`src/rtl/bmwa_byte_ram.sv`:
```
// Single-port byte RAM with registered read data.
// Generic; no package dependency.
module bmwa_byte_ram #(
   parameter int DEPTH  = 256,
   parameter int ADDR_W = $clog2(DEPTH)
) (
   input  logic              clock,
   input  logic              en,
   input  logic              we,
   input  logic [ADDR_W-1:0] addr,
   input  logic [7:0]        wdata,
   output logic [7:0]        rdata
);

   logic [7:0] mem [DEPTH];
   logic [7:0] rdata_ff;

   always_ff @(posedge clock) begin
      if (en) begin
         if (we) begin
            mem[addr] <= wdata;
         end else begin
            rdata_ff <= mem[addr];
         end
      end
   end

   assign rdata = rdata_ff;

endmodule

```
`config.mk`:
```
export PLATFORM = sky130hd
export DESIGN_NAME = bmwa_byte_ram
export DESIGN_NICKNAME = d
export VERILOG_FILES = /design/src/rtl/bmwa_byte_ram.sv
export SDC_FILE = /design/constraint.sdc
export NUM_CORES = 2
export LEC_CHECK = 0
export BUFFER_PORTS_ARGS = -buffer_cell sky130_fd_sc_hd__buf_2
export CAP_MARGIN = 20
export CORE_UTILIZATION = 50
export DETAILED_ROUTE_END_ITERATION = 10
export HOLD_SLACK_MARGIN = 0.1
export PLACE_DENSITY = 0.75
export REMOVE_ABC_BUFFERS = 1
export SLEW_MARGIN = 40
export SYNTH_ARGS = -nofsm -noshare
export SYNTH_HDL_FRONTEND = slang
export SYNTH_SLANG_ARGS = --single-unit
```
`constraint.sdc`:
```
create_clock -name clock -period 5.73 [get_ports clock]
set_input_delay 0.8595 -clock clock [delete_from_list [all_inputs] [get_ports clock]]
set_output_delay 0.8595 -clock clock [all_outputs]
set_load 0.1 [all_outputs]
```
# Word-level counts from Yosys, hierarchy flattened
# Memory sizes are Yosys's and may differ from the RTL's. A register that Yosys moved wholly into a read port is not among the register bits.
# Index checks and enable logic that the tools add are counted.
# totals
output_inout_bits	8
regBits	0
latch_bits	0
word_cells	6
input_bits	19
n_memories	1
mem_bits_ro	0
ramBits	2048
# classes
n_mul	0
n_lt_le_gt_ge	0
shift	0
eq_ne	0
n_div	0
muxes	3
reduce_logical	1
n_addsub	0
bitwise_logic	1
# memory_table
name	words	word_bits	rd	rd_ports_with_merged_regs	wr	line_no	rtl
mem	256	8	1	1	1	15	logic [7:0] mem [DEPTH];
# ops
operator	count
1-bit two-way mux	3
2-bit AND reduction	1
1-bit inverter	1

# Logic depth before layout (Yosys ltp)
# depth
ltp_word	3
ltp_mapped	9
ltp_nobuf	5

# Worst setup path after synthesis
# OpenSTA, ideal clock, no wires.
# synth_timing
path_type	input to register
startpoint	input port addr[0]
endpoint	memory mem[117][0], enable pin
required_ns	5.360
setup_slack_ns	2.575
n_path_buf	5
arrival_time_ns	2.785
path_stages	8
setup_time_ns	0.370
path_cell_list	buf_2 -> buf_6 -> buf_2 -> buf_2 -> nor3b_1 -> nand2_1 -> clkbuf_1 -> nor2_1
# synth_lines
element	line_no	rtl
start, declared	10	input logic [ADDR_W-1:0] addr,
end, declared	15	
# Straight into the memory's write port.

==> impl_metrics.toml <==
[critical_path]
required_ns = 6.29
end_kind = "flip-flop"
cp.arrival_ns = 4.39
start_kind = "input port"
worst-path-max-fanout = 75
crit_type = "in -> reg"

[grt]
grt_max_degree = 165
grt_pass1_vias = 38165
antenna_found_initial = 6
track_usage = 0.2376
overflow = 0
grt_first_pass_wirelength_mm = 269.9

[route]
routedWlPerCell_um = 31.94
vias = 38121
vias_per_cell = 6.539
dr.pass1.iters = 6
wl_mm = 186.2
antenna_left = 0
drc = 0
drt_iter0_markers = 5700

[timing]
rsz0062_at_grt = "false"
final.setup_skew_ns = 0.03857
slew_violations = 0
fmax_mhz = 261.2
period_share = 0.6680
finalSetupViolCount = 0
min_period_ns = 3.828
worstMarginPinSlew_ns = 0.9915
hold_viol_final = 0
relSlewSlack = 0.3304

[clocking]
cts_resized = 0
cts_made_buffers = 193
path_clk_slew_ns = 0.07
cts_tree = "built"
cts_sinks = 2056
clkLatencyLatePin_ns = 0.84
h-tree-depth = 4
root_buffer = "clkbuf_16"
postCtsHoldBufs = 0
clock_path_buffers = 3
post_cts_buffers = 0

[synth]
syn_area_sq_um = 78380
synth_top_area_share = 0.7877
avgSynthCellArea_sq_um = 22.23
ys.flop_type = "edfxtp_1"
synth_top_area_cell = "edfxtp_1"
synth-seq-area-share = 0.7877
synth_area_leaders = "edfxtp_1 79%, mux4_2 15%, a22oi_1 2.5%, nor2_1 1.2%, a21oi_1 0.82%"
ys_types = 21
async_reset_ff_frac = 0
synth-edff-count = 2056
ys_seq_elements = 2056
synthCells = 3526
synthTopCellsByCount = "2056 x edfxtp_1, 512 x mux4_2, 259 x nor2_1"
yosysMostFrequentCell = "edfxtp_1"
yosysWarnings = 0

[die]
core.rowCount = 144
die_h_um = 397.9
initial_core_util = 0.5064
core_area_sq_um = 154800
ioPinCount = 27
die_w_um = 397.9
dieArea_sq_um = 158300

[status]
status = "finished clean"

[run]
cap_violations = 0

[pwr]
p_leak_nw = 26.60
power_mw = 31.09
powerDensity_nw_per_um2 = 353.4
peakVddDrop_v = 0.0003560

[layout]
drive_gt1_frac = 0.2644
area_growth_syn_to_layout_pct = 12.25
fin_area_sq_um = 87980
nets = 3638
fin_util = 0.5684

[placed_design]
placed_area_sq_um = 81340
port_buffers = 26
place.gp.congestion = 0.8271
dpl.hpwl_mm = 103.5

[min_path]
hp-class = "in -> reg"
[final timing paths]
check	start	to	slack (ns)	cells past startpoint
max	addr[0]	rdata[5]$_DFFE_PP_	1.90	8
min	wdata[4]	mem[66][4]$_DFFE_PP_	0.45	1
max reg2reg	mem[195][4]$_DFFE_PP_	rdata[4]$_DFFE_PP_	2.89	6
min reg2reg	mem[107][1]$_DFFE_PP_	rdata[1]$_DFFE_PP_	1.06	5
[per-layer routing]
metal	vias to the layer above	global-route usage	routed length [um]
met5	-	0	27
met1	20046	0.3382	69610
li1	15196	-	-
met2	2489	0.3665	89330
met4	4	0.08276	5981
met3	386	0.05196	21280
[area by class of cell]
| cell class | count | area, sq um |
|---|---|---|
| Timing Repair Buffer | 123 | 1257 |
| Fill cell | 10671 | 66790 |
| Multi-Input combinational cell | 1245 | 15920 |
| Sequential cell | 2056 | 61740 |
| Antenna cell | 4 | 10.01 |
| Tap cell | 2044 | 2557 |
| Clock buffer | 228 | 5046 |
| Clock inverter | 130 | 1449 |
[state kept, by name (all words and copies together), names as in the netlist]
signal,flops
mem,2048
rdata,8
[through the flow]
stage               TNS [ns]  worst slack, ns  instances  hold WS (ns)
global placement           0           0.8695       5466         1.043
detailed placement         0            1.082       5467         1.032
floorplan           -2880.38           -2.059       3301        0.8956
CTS                        0            1.994       5825        0.6074
finish                     0            1.902       5830        0.4470
global route               0            1.845       5826        0.4385
[power by group]
part	internal (mW)	switching, mW	leakage (nW)
clock	7.57	5.59	3.16
sequential	16.6	0.0120	18.5
combinational	0.467	0.886	4.96
total	24.6	6.48	26.6
[cell usage in the layout, fill, tap and decap left out, drive strengths merged, types with 2 or more instances in the layout]
cell      synthesis  routed
a21oi           128     128
a22oi           256     256
and2              2       2
buf              82     115
bufinv            0      28
clkbuf          143     236
clkinv            0      84
clkinvlp          0      10
diode             0       4
edfxtp         2056    2056
inv               0       8
mux4            512     512
nand2            30      30
nand2b            2       2
nand3             4       4
nand4             8       8
nor2            259     259
nor2b             7       7
nor3b             2       2
o41ai            32      32
[worst max-delay path: stages]
cell	delay [ns]
buf_8	0.33
buf_16	0.35
buf_12	0.51
mux4_2	0.59
a22oi_1	0.24
a21oi_1	0.17
o41ai_1	0.93
nand4_1	0.16
[cells by family (layout without fill, tap and decap cells)]
group	count (synthesis)	in the layout	share of synthesized area
buffers and inverters	225	481	0.01282
AO/OA/AOI/OAI	416	416	0.03627
flip-flops	2056	2056	0.7877
AND/OR/NAND/NOR	317	317	0.01606
other	0	4	0
multiplexers	512	512	0.1471
Note: power is estimated with default switching activity, not from simulation.
